$ cat src/rtl/tumf_pkg.sv
// shared constants, types and the unconditional pattern table
// for the thinning unconditional mask filter; no dependencies
`timescale 1ns / 1ps
`default_nettype none

package tumf_pkg;

	localparam int DEF_MAX_WIDTH = 1024;

	localparam int PIX_W      = 8;
	localparam int WIDTH_W    = 11;
	localparam int HEIGHT_W   = 16;
	localparam int ROW_W      = HEIGHT_W + 1;
	localparam int CFG_IDX_W  = 2;
	localparam int CFG_DATA_W = 16;

	localparam logic [CFG_IDX_W-1:0] REG_FRAME_WIDTH  = 2'd0;
	localparam logic [CFG_IDX_W-1:0] REG_FRAME_HEIGHT = 2'd1;
	localparam logic [CFG_IDX_W-1:0] REG_THRESHOLD    = 2'd2;

	localparam int               RESET_WIDTH     = 1024;
	localparam logic [HEIGHT_W-1:0] RESET_HEIGHT = 16'd1024;
	localparam logic [PIX_W-1:0] RESET_THRESHOLD = 8'd127;
	localparam logic [PIX_W-1:0] PIX_ONE         = 8'd255;
	localparam logic [PIX_W-1:0] PIX_ZERO        = 8'd0;

	// window bit 3*row+col, row 0 is the oldest line
	localparam logic [8:0] SHIFT_KEEP  = 9'h0DB;
	localparam logic [8:0] MASK_LEFT   = 9'h049;
	localparam logic [8:0] MASK_RIGHT  = 9'h124;
	localparam logic [8:0] MASK_TOP    = 9'h007;
	localparam logic [8:0] MASK_BOTTOM = 9'h1C0;
	localparam int         CENTER_BIT  = 4;

	localparam int NUM_PATTERNS = 26;

	localparam logic [8:0] PAT_CARE [NUM_PATTERNS] = '{
		9'h1FF, 9'h1FF, 9'h1FF, 9'h1FF, 9'h1FF, 9'h1FF, 9'h1FF, 9'h1FF,
		9'h1FF, 9'h1FF, 9'h1FF, 9'h1FF,
		9'h01B, 9'h1B0,
		9'h03A, 9'h09A, 9'h0B8, 9'h0B2,
		9'h015, 9'h051, 9'h150, 9'h114,
		9'h0FE, 9'h1BB, 9'h0FE, 9'h1BB
	};

	localparam logic [8:0] PAT_ONES [NUM_PATTERNS] = '{
		9'h110, 9'h050, 9'h014, 9'h011, 9'h090, 9'h030, 9'h018, 9'h012,
		9'h032, 9'h01A, 9'h0B0, 9'h098,
		9'h01B, 9'h1B0,
		9'h03A, 9'h09A, 9'h0B8, 9'h0B2,
		9'h015, 9'h051, 9'h150, 9'h114,
		9'h072, 9'h11A, 9'h09C, 9'h0B1
	};

	// zero means no at-least-one group
	localparam logic [8:0] PAT_ANY [NUM_PATTERNS] = '{
		9'h000, 9'h000, 9'h000, 9'h000, 9'h000, 9'h000, 9'h000, 9'h000,
		9'h000, 9'h000, 9'h000, 9'h000,
		9'h000, 9'h000,
		9'h000, 9'h000, 9'h000, 9'h000,
		9'h1C0, 9'h1A0, 9'h007, 9'h049,
		9'h000, 9'h000, 9'h000, 9'h000
	};

	typedef struct packed {
		logic emit;
		logic mbit;
		logic snew;
		logic first_col;
		logic last_col;
		logic first_row;
		logic last_row;
		logic last;
	} s1_ctrl_t;

	function automatic logic any_hit(input logic [8:0] w);
		logic hit;
		hit = 1'b0;
		for (int k = 0; k < NUM_PATTERNS; k++) begin
			if (((w & PAT_CARE[k]) == PAT_ONES[k]) &&
			    ((PAT_ANY[k] == 9'h000) || ((w & PAT_ANY[k]) != 9'h000))) begin
				hit = 1'b1;
			end
		end
		return hit;
	endfunction

endpackage

`default_nettype wire

$ cat src/rtl/tumf_stream_if.sv
// valid/ready stream interfaces for the pixel pairs and the result words
// depends on tumf_pkg for field widths
`timescale 1ns / 1ps
`default_nettype none

interface tumf_pix_if;
	logic                       valid;
	logic                       ready;
	logic                       action;
	logic [tumf_pkg::PIX_W-1:0] marker_pixel;
	logic [tumf_pkg::PIX_W-1:0] original_pixel;

	modport source(output valid, action, marker_pixel, original_pixel, input ready);
	modport sink(input valid, action, marker_pixel, original_pixel, output ready);
endinterface

interface tumf_res_if;
	logic                       valid;
	logic                       ready;
	logic [tumf_pkg::PIX_W-1:0] out_pixel;
	logic                       last_of_frame;

	modport source(output valid, out_pixel, last_of_frame, input ready);
	modport sink(input valid, out_pixel, last_of_frame, output ready);
endinterface

`default_nettype wire

$ cat src/rtl/tumf_window.sv
// 3x3 marker window shift register, frame-edge masking and pattern match
// depends on tumf_pkg (pattern table, masks, stage control struct)
`timescale 1ns / 1ps
`default_nettype none

module tumf_window (
	input  wire logic               clk,
	input  wire logic               arst_n,
	input  wire logic               advance,
	input  wire tumf_pkg::s1_ctrl_t ctrl,
	input  wire logic [1:0]         line_bits,
	input  wire logic               delay_bit,
	output logic                    out_bit
);

	logic [8:0] win_q;
	logic [8:0] win_next;
	logic [8:0] win_masked;
	logic       top;
	logic       mid;

	always_comb begin
		// line bank of the current row parity holds the row two above
		top = ctrl.snew ? line_bits[1] : line_bits[0];
		mid = ctrl.snew ? line_bits[0] : line_bits[1];
		win_next = ((win_q >> 1) & tumf_pkg::SHIFT_KEEP) |
		           {ctrl.mbit, 2'b00, mid, 2'b00, top, 2'b00};

		win_masked = win_next;
		if (ctrl.first_col) begin
			win_masked = win_masked & ~tumf_pkg::MASK_LEFT;
		end
		if (ctrl.last_col) begin
			win_masked = win_masked & ~tumf_pkg::MASK_RIGHT;
		end
		if (ctrl.first_row) begin
			win_masked = win_masked & ~tumf_pkg::MASK_TOP;
		end
		if (ctrl.last_row) begin
			win_masked = win_masked & ~tumf_pkg::MASK_BOTTOM;
		end

		out_bit = delay_bit &&
		          (!win_masked[tumf_pkg::CENTER_BIT] || tumf_pkg::any_hit(win_masked));
	end

	always_ff @(posedge clk or negedge arst_n) begin
		if (!arst_n) begin
			win_q <= '0;
		end else if (advance) begin
			win_q <= (ctrl.emit && ctrl.last) ? 9'h000 : win_next;
		end
	end

endmodule

`default_nettype wire

$ cat src/rtl/thinning_unconditional_mask_filter.sv
// Unconditional-mask stage of morphological thinning on a raster stream.
// Channels: pixels (sink) carries action, marker_pixel, original_pixel;
// result (source) carries out_pixel (0 or 255) and last_of_frame.
// Config: cfg_wr_en / cfg_index / cfg_data, index 0 frame_width,
// 1 frame_height, 2 binary_threshold; write only between frames.
// Throughput: one pixel word per cycle unless the receiver stalls. Each
// word reads and writes the two-bank marker line memory and the
// original-pixel delay memory once, both read-first at one address, so
// words follow back to back. A word is registered in stage 1 and then in
// the output register; in the raster a result lags frame_width+1 words,
// so frame_width+1 pad words flush a frame. Pads inside a frame are
// dropped; after the last result all counters and the window restart.
// Reset clears counters, window and registers; memory contents stay
// undefined and are only read for rows outside the frame (no clear pass).
// When the receiver stalls the output register holds, the stage behind
// it holds, and pixels.ready drops only while both are full.
`timescale 1ns / 1ps
`default_nettype none

module thinning_unconditional_mask_filter #(
	parameter int MAX_WIDTH = tumf_pkg::DEF_MAX_WIDTH
) (
	input  wire logic                           clk,
	input  wire logic                           arst_n,
	tumf_pix_if.sink                            pixels,
	tumf_res_if.source                          result,
	input  wire logic                           cfg_wr_en,
	input  wire logic [tumf_pkg::CFG_IDX_W-1:0] cfg_index,
	input  wire logic [tumf_pkg::CFG_DATA_W-1:0] cfg_data
);

	localparam int CW = (MAX_WIDTH > 1) ? $clog2(MAX_WIDTH) : 1;
	localparam int PW = $clog2(MAX_WIDTH + 1);
	localparam int RESET_W = (tumf_pkg::RESET_WIDTH > MAX_WIDTH) ?
	                         MAX_WIDTH : tumf_pkg::RESET_WIDTH;
	localparam int RW = tumf_pkg::ROW_W;
	localparam int HW = tumf_pkg::HEIGHT_W;

	// configuration, kept in effective form
	logic [PW-1:0]              w_q;
	logic [CW-1:0]              wm1_q;
	logic [HW-1:0]              h_q;
	logic [HW-1:0]              hm1_q;
	logic [tumf_pkg::PIX_W-1:0] thr_q;

	logic [tumf_pkg::WIDTH_W-1:0] cfg_w_raw;
	logic [PW-1:0]                cfg_w_eff;
	logic [HW-1:0]                cfg_h_eff;

	always_comb begin
		cfg_w_raw = cfg_data[tumf_pkg::WIDTH_W-1:0];
		if (cfg_w_raw == '0) begin
			cfg_w_eff = PW'(1);
		end else if (32'(cfg_w_raw) > 32'(MAX_WIDTH)) begin
			cfg_w_eff = PW'(MAX_WIDTH);
		end else begin
			cfg_w_eff = PW'(cfg_w_raw);
		end
		cfg_h_eff = (cfg_data == '0) ? HW'(1) : cfg_data;
	end

	always_ff @(posedge clk or negedge arst_n) begin
		if (!arst_n) begin
			w_q   <= PW'(RESET_W);
			wm1_q <= CW'(RESET_W - 1);
			h_q   <= tumf_pkg::RESET_HEIGHT;
			hm1_q <= tumf_pkg::RESET_HEIGHT - HW'(1);
			thr_q <= tumf_pkg::RESET_THRESHOLD;
		end else if (cfg_wr_en) begin
			unique case (cfg_index)
				tumf_pkg::REG_FRAME_WIDTH: begin
					w_q   <= cfg_w_eff;
					wm1_q <= CW'(cfg_w_eff - PW'(1));
				end
				tumf_pkg::REG_FRAME_HEIGHT: begin
					h_q   <= cfg_h_eff;
					hm1_q <= cfg_h_eff - HW'(1);
				end
				tumf_pkg::REG_THRESHOLD: begin
					thr_q <= cfg_data[tumf_pkg::PIX_W-1:0];
				end
				default: begin
				end
			endcase
		end
	end

	// raster counters
	logic [CW-1:0] in_col_q;
	logic [RW-1:0] in_row_q;
	logic [CW-1:0] out_col_q;
	logic [HW-1:0] out_row_q;
	logic [PW-1:0] dly_ptr_q;

	// stage 1 and output register
	logic               v1_q;
	tumf_pkg::s1_ctrl_t ctrl_s1;
	logic [1:0]         line_rd_s1;
	logic               dly_rd_s1;

	logic                       res_valid_q;
	logic [tumf_pkg::PIX_W-1:0] res_pixel_q;
	logic                       res_last_q;

	logic               accept;
	logic               real_px;
	logic               take;
	logic               mbit;
	logic               xbit;
	logic               emit;
	logic               last;
	logic               out_load;
	logic               s1_go;
	logic               s1_free;
	logic               out_bit;
	logic [PW-1:0]      dly_addr;
	tumf_pkg::s1_ctrl_t ctrl_s0;

	always_comb begin
		out_load = !res_valid_q || result.ready;
		s1_go    = v1_q && (!ctrl_s1.emit || out_load);
		s1_free  = !v1_q || s1_go;

		pixels.ready = s1_free;
		accept  = pixels.valid && s1_free;
		real_px = in_row_q < {1'b0, h_q};
		// pad word inside the frame is dropped
		take    = accept && !(real_px && pixels.action);
		mbit    = real_px && (pixels.marker_pixel > thr_q);
		xbit    = real_px && (pixels.original_pixel > thr_q);

		// pointer left past the row by a smaller width restarts at slot zero
		dly_addr = (dly_ptr_q > w_q) ? '0 : dly_ptr_q;

		emit = (in_row_q >= RW'(2)) || ((in_row_q == RW'(1)) && (in_col_q != '0));
		last = emit && (out_row_q >= hm1_q) && (out_col_q >= wm1_q);

		ctrl_s0.emit      = emit;
		ctrl_s0.mbit      = mbit;
		ctrl_s0.snew      = in_row_q[0];
		ctrl_s0.first_col = out_col_q == '0;
		ctrl_s0.last_col  = out_col_q >= wm1_q;
		ctrl_s0.first_row = out_row_q == '0;
		ctrl_s0.last_row  = out_row_q >= hm1_q;
		ctrl_s0.last      = last;
	end

	always_ff @(posedge clk or negedge arst_n) begin
		if (!arst_n) begin
			in_col_q  <= '0;
			in_row_q  <= '0;
			out_col_q <= '0;
			out_row_q <= '0;
			dly_ptr_q <= '0;
		end else if (take) begin
			if (last) begin
				in_col_q  <= '0;
				in_row_q  <= '0;
				out_col_q <= '0;
				out_row_q <= '0;
				dly_ptr_q <= '0;
			end else begin
				if (in_col_q >= wm1_q) begin
					in_col_q <= '0;
					in_row_q <= in_row_q + RW'(1);
				end else begin
					in_col_q <= in_col_q + CW'(1);
				end
				dly_ptr_q <= (dly_addr >= w_q) ? '0 : dly_addr + PW'(1);
				if (emit) begin
					if (out_col_q >= wm1_q) begin
						out_col_q <= '0;
						out_row_q <= out_row_q + HW'(1);
					end else begin
						out_col_q <= out_col_q + CW'(1);
					end
				end
			end
		end
	end

	// line memory: bit 0 row parity 0, bit 1 row parity 1; read-first
	logic [1:0] line_mem [MAX_WIDTH];
	logic       dly_mem  [MAX_WIDTH + 1];

	always_ff @(posedge clk) begin
		if (take) begin
			line_rd_s1 <= line_mem[in_col_q];
			if (in_row_q[0]) begin
				line_mem[in_col_q][1] <= mbit;
			end else begin
				line_mem[in_col_q][0] <= mbit;
			end
		end
	end

	always_ff @(posedge clk) begin
		if (take) begin
			dly_rd_s1         <= dly_mem[dly_addr];
			dly_mem[dly_addr] <= xbit;
		end
	end

	always_ff @(posedge clk or negedge arst_n) begin
		if (!arst_n) begin
			v1_q <= 1'b0;
		end else if (s1_free) begin
			v1_q <= take;
		end
	end

	always_ff @(posedge clk) begin
		if (take) begin
			ctrl_s1 <= ctrl_s0;
		end
	end

	tumf_window u_window (
		.clk       (clk),
		.arst_n    (arst_n),
		.advance   (s1_go),
		.ctrl      (ctrl_s1),
		.line_bits (line_rd_s1),
		.delay_bit (dly_rd_s1),
		.out_bit   (out_bit)
	);

	always_ff @(posedge clk or negedge arst_n) begin
		if (!arst_n) begin
			res_valid_q <= 1'b0;
		end else if (out_load) begin
			res_valid_q <= s1_go && ctrl_s1.emit;
		end
	end

	always_ff @(posedge clk) begin
		if (out_load && s1_go && ctrl_s1.emit) begin
			res_pixel_q <= out_bit ? tumf_pkg::PIX_ONE : tumf_pkg::PIX_ZERO;
			res_last_q  <= ctrl_s1.last;
		end
	end

	assign result.valid         = res_valid_q;
	assign result.out_pixel     = res_pixel_q;
	assign result.last_of_frame = res_last_q;

endmodule

`default_nettype wire
$ cat src/flat_wrapper.sv
// flat-port wrapper written by rule: the top's interface ports become plain ports
module thinning_unconditional_mask_filter_flat 
#(
	parameter int MAX_WIDTH = tumf_pkg::DEF_MAX_WIDTH
)
  (clk, arst_n, cfg_wr_en, cfg_index, cfg_data, pixels_valid, pixels_action, pixels_marker_pixel, pixels_original_pixel, pixels_ready, result_valid, result_out_pixel, result_last_of_frame, result_ready);
  tumf_pix_if pixels_i ();
  tumf_res_if result_i ();
  input  wire logic clk;
  input  wire logic arst_n;
  input  wire logic cfg_wr_en;
  input  wire logic [tumf_pkg::CFG_IDX_W-1:0] cfg_index;
  input  wire logic [tumf_pkg::CFG_DATA_W-1:0] cfg_data;
  input wire logic [$bits(pixels_i.valid)-1:0] pixels_valid;
  input wire logic [$bits(pixels_i.action)-1:0] pixels_action;
  input wire logic [$bits(pixels_i.marker_pixel)-1:0] pixels_marker_pixel;
  input wire logic [$bits(pixels_i.original_pixel)-1:0] pixels_original_pixel;
  output wire logic [$bits(pixels_i.ready)-1:0] pixels_ready;
  output wire logic [$bits(result_i.valid)-1:0] result_valid;
  output wire logic [$bits(result_i.out_pixel)-1:0] result_out_pixel;
  output wire logic [$bits(result_i.last_of_frame)-1:0] result_last_of_frame;
  input wire logic [$bits(result_i.ready)-1:0] result_ready;
  assign pixels_i.valid = pixels_valid;
  assign pixels_i.action = pixels_action;
  assign pixels_i.marker_pixel = pixels_marker_pixel;
  assign pixels_i.original_pixel = pixels_original_pixel;
  assign pixels_ready = pixels_i.ready;
  assign result_valid = result_i.valid;
  assign result_out_pixel = result_i.out_pixel;
  assign result_last_of_frame = result_i.last_of_frame;
  assign result_i.ready = result_ready;
  thinning_unconditional_mask_filter #(.MAX_WIDTH(MAX_WIDTH)) u_core (.clk(clk), .arst_n(arst_n), .pixels(pixels_i), .result(result_i), .cfg_wr_en(cfg_wr_en), .cfg_index(cfg_index), .cfg_data(cfg_data));
endmodule
$ cat config.mk
export PLATFORM = sky130hd
export DESIGN_NAME = thinning_unconditional_mask_filter_flat
export DESIGN_NICKNAME = d
export VERILOG_FILES = /design/src/rtl/tumf_pkg.sv /design/src/rtl/tumf_stream_if.sv /design/src/rtl/tumf_window.sv /design/src/rtl/thinning_unconditional_mask_filter.sv /design/src/flat_wrapper.sv
export SDC_FILE = /design/constraint.sdc
export NUM_CORES = 2
export LEC_CHECK = 0
export BUFFER_PORTS_ARGS = -buffer_cell sky130_fd_sc_hd__clkbuf_2
export CORE_MARGIN = 4
export CORE_UTILIZATION = 50
export CTS_CLUSTER_DIAMETER = 120
export CTS_CLUSTER_SIZE = 14
export DETAILED_ROUTE_END_ITERATION = 12
export PLACE_DENSITY_LB_ADDON = 0.2
export SLEW_MARGIN = 0
export SYNTH_ARGS = -nofsm -noshare
export SYNTH_HDL_FRONTEND = slang
export SYNTH_HIERARCHICAL = 1
export SYNTH_SLANG_ARGS = --single-unit
$ cat constraint.sdc
create_clock -name clk -period 314.8 [get_ports clk]
set_input_delay 47.22 -clock clk [delete_from_list [all_inputs] [get_ports clk]]
set_output_delay 47.22 -clock clk [all_outputs]
set_load 0.02 [all_outputs]
==> impl_metrics.yaml <==
yosys:
  syn_nets: 10580
  synth_seq_cells: 3219
  syn_inst: 10434
  yosysMostFrequentCell: "nor2_1"
  ys_types: 98
  synth-edff-count: 3086
  yosys-top-cells-area: "edfxtp_1 (66%), mux4_2 (8.8%), nor2_1 (8.7%)"
  yosys.area.top_type: "edfxtp_1"
  yosysSeqAreaShare: 0.6806
  syn_area_per_cell_um2: 13.52
  yosysTopAreaCellShare: 0.6568
  ys_top_cells_by_count: "nor2_1 (3,262), edfxtp_1 (3,086), clkbuf_1 (794)"
  synth-warning-count: 6
  synthArstFlopShare: 0.04132
  syn_area_um2: 141100
  synth-main-ff-cell: "edfxtp_1"
cts:
  clock_sinks: 3219
  cts_buffers: 272
  clk_pin_slew_worst_paths_ps: 70
  cts_tree: "done"
  clockBufferDepth: 4
  cts_setup_buffers: 0
  cts.hold.buffers_added: 0
  clk_latency_ps: 900
  clockRootBuffer: "clkbuf_16"
  cts_resized: 0
  cts_max_level: 5
timing:
  grt_setup_unrepaired: "no"
  hold_viol: 0
  setup_ws_ps: 219690
  slew-limit-headroom: 0.03599
  skew_ps: 61.76
  setup_viol: 0
  report.final.slew_viol_count: 0
  fmax_ghz: 0.01051
  whs_ps: 473.9
  tightest_slew_ps: 1436
  period_share: 0.3021
  fin_crit_ps: 95110
  setup_tns_ps: 0
die:
  initial_core_util: 0.5037
  num_rows: 194
  fp.dieArea_um2: 290800
  num_io_pins: 51
  die_h_um: 539.2
  die_w_um: 539.2
  core_um2: 280100
placement:
  hpwl_um: 220600
  dp_slack_ps: 219680
  finalWeightedCongestion: 0.8472
  port_buffers: 50
status:
  status: "finished, final reports clean"
routing:
  drt_wl_total_um: 414300
  drt_iter0_drc: 14180
  postRouteAntennaNets: 0
  avgViaCountPerCell: 6.518
  first_pass_iters: 6
  vias: 90074
  post_drt_wl_per_cell_um: 29.98
  drcViolationCount: 0
critical_path:
  path_max_fanout: 4
  crit_chain: "clkbuf_2 > nor2b_1 > nand3_1 > clkbuf_2"
  cp_slowest_cell: "clkbuf_2"
  critPathRequiredTime_ps: 267580
  path_common_cell: "clkbuf_2"
  worstPathArrival_ps: 47890
  endpoint_kind: "output port"
  cp-start-kind: "input pin"
  crit_buf_inv: 2
  crit_family: "simple AND/OR/NAND/NOR gates"
  slowest_delay_ps: 200
  path_class: "in -> out"
power:
  p_int_mw: 0.7751
  p_switching_mw: 0.3963
  ir_drop_uv: 7.081
  clkPwrFrac: 0.262
  p_per_area_nw_per_um2: 7.694
  leakage_nw: 45.73
  p_sw_frac: 0.3383
  power.share.sequential: 0.443
  comb_power_share: 0.295
final_layout:
  final_layout_size_suffix_gt1_frac: 0.1508
  nets: 10187
  multi_input_area_um2: 41400
  seq_area_um2: 96050
  nFillCells: 22822
  area_growth_syn_to_layout_pct: 7.918
run:
  drv_cap: 0
global_route:
  grt_util_all_layers: 0.2792
  grt_pass1_vias: 86888
  globalRouteOverflowTotal: 0
  antenna_found_initial: 10
  grt_pass1_wl_um: 596300
  grt_max_degree: 311
hold_path:
  min_path_type: "reg -> reg"
## power groups by stage
stage	clock, mW	combinational [mW]	sequential, mW
after floorplan	0	0.205	0.675
after global placement	0	0.331	0.528
after detailed placement	0	0.335	0.528
after CTS	0.312	0.336	0.519
after global routing	0.328	0.358	0.520
final	0.307	0.345	0.519
## worst reg2reg max path: cells and delay by family, from the launching register on
| family | cells | cell delay, ps |
|---|---|---|
| fa+ha+maj | 1 | 320 |
| flops | 1 | 630 |
| buf+inv | 6 | 4970 |
| compound gates | 7 | 1900 |
## cell type report
class                           instances  share of cell area
Antenna cell                            9           0.0001479
Clock buffer                          309             0.04729
Clock inverter                         11           0.0007971
Inverter                               97            0.002408
Multi-Input combinational cell       6124              0.2719
Sequential cell                      3219              0.6308
Tap cell                             3724             0.03060
Timing Repair Buffer                  327             0.01608
## layout by cell type (no fill, tap or decap), types with 98 or more instances in the layout
cell	synthesis	routed
nand2_1	311	216
o21ai_0	183	183
dfrtp_1	104	98
edfxtp_1	3086	3086
mux2i_1	142	142
a21oi_1	154	150
nand4_1	117	117
clkbuf_16	0	284
mux4_2	551	551
nor2_1	3262	3258
ha_1	106	106
mux2_2	117	117
buf_4	18	268
a22oi_1	222	222
## per-stage QoR
stage | area (um^2) | power (mW) | util | cells
floorplan | 141100 | 0.8799 | - | 10434
global placement | 144900 | 0.8583 | 0.5174 | 13491
detailed placement | 144900 | 0.8636 | 0.5174 | 13491
CTS | 152200 | 1.167 | 0.5435 | 13811
global route | 152200 | 1.206 | 0.5435 | 13813
finish | 152300 | 1.171 | 0.5436 | 13820
## layer usage
metal | routed length, um | vias up | part of all wire | global-route usage
li1 | - | 37325 | - | -
met1 | 160100 | 46363 | 0.39 | 0.4056
met2 | 186000 | 5522 | 0.45 | 0.4226
met3 | 55140 | 858 | 0.13 | 0.06916
met4 | 13000 | 6 | 0.031 | 0.07815
met5 | 42 | - | 0.00010 | 0
## cells by family after synthesis
kind of cell,count (synthesis),synth area share
XOR/XNOR,22,0.001366
AO/OA/AOI/OAI,1098,0.05355
AND/OR/NAND/NOR,4087,0.1169
multiplexers,811,0.1074
buffers and inverters,1091,0.03072
adder cells (fa/ha/maj),106,0.009400
flip-flops,3219,0.6806
## path summary, 6_finish.rpt
kind	from	endpoint	slack [ps]	cells after the start
setup / recovery	result_ready	pixels_ready	219690	4
hold / removal	u_core/hm1_q[5]	u_core/hm1_q[5]	470	2
setup reg to reg	u_core/in_row_q[1]	u_core/line_mem[132][1]	306580	14
hold reg to reg	u_core/hm1_q[5]	u_core/hm1_q[5]	470	2
max in group asynchronous	arst_n	u_core/in_col_q[0]	266940	2
min in group asynchronous	arst_n	u_core/thr_q[7]	46350	1
## flip-flops by register name, summed over array words and instances (netlist names), 10 cells and up
register / count
u_core/line_mem: 2048
u_core/dly_mem: 1025
u_core/in_row_q: 17
u_core/h_q: 16
u_core/hm1_q: 16
u_core/out_row_q: 16
u_core/dly_ptr_q: 11
u_core/w_q: 11
u_core/in_col_q: 10
u_core/out_col_q: 10
u_core/wm1_q: 10
Power figures use the tool's default switching activity.
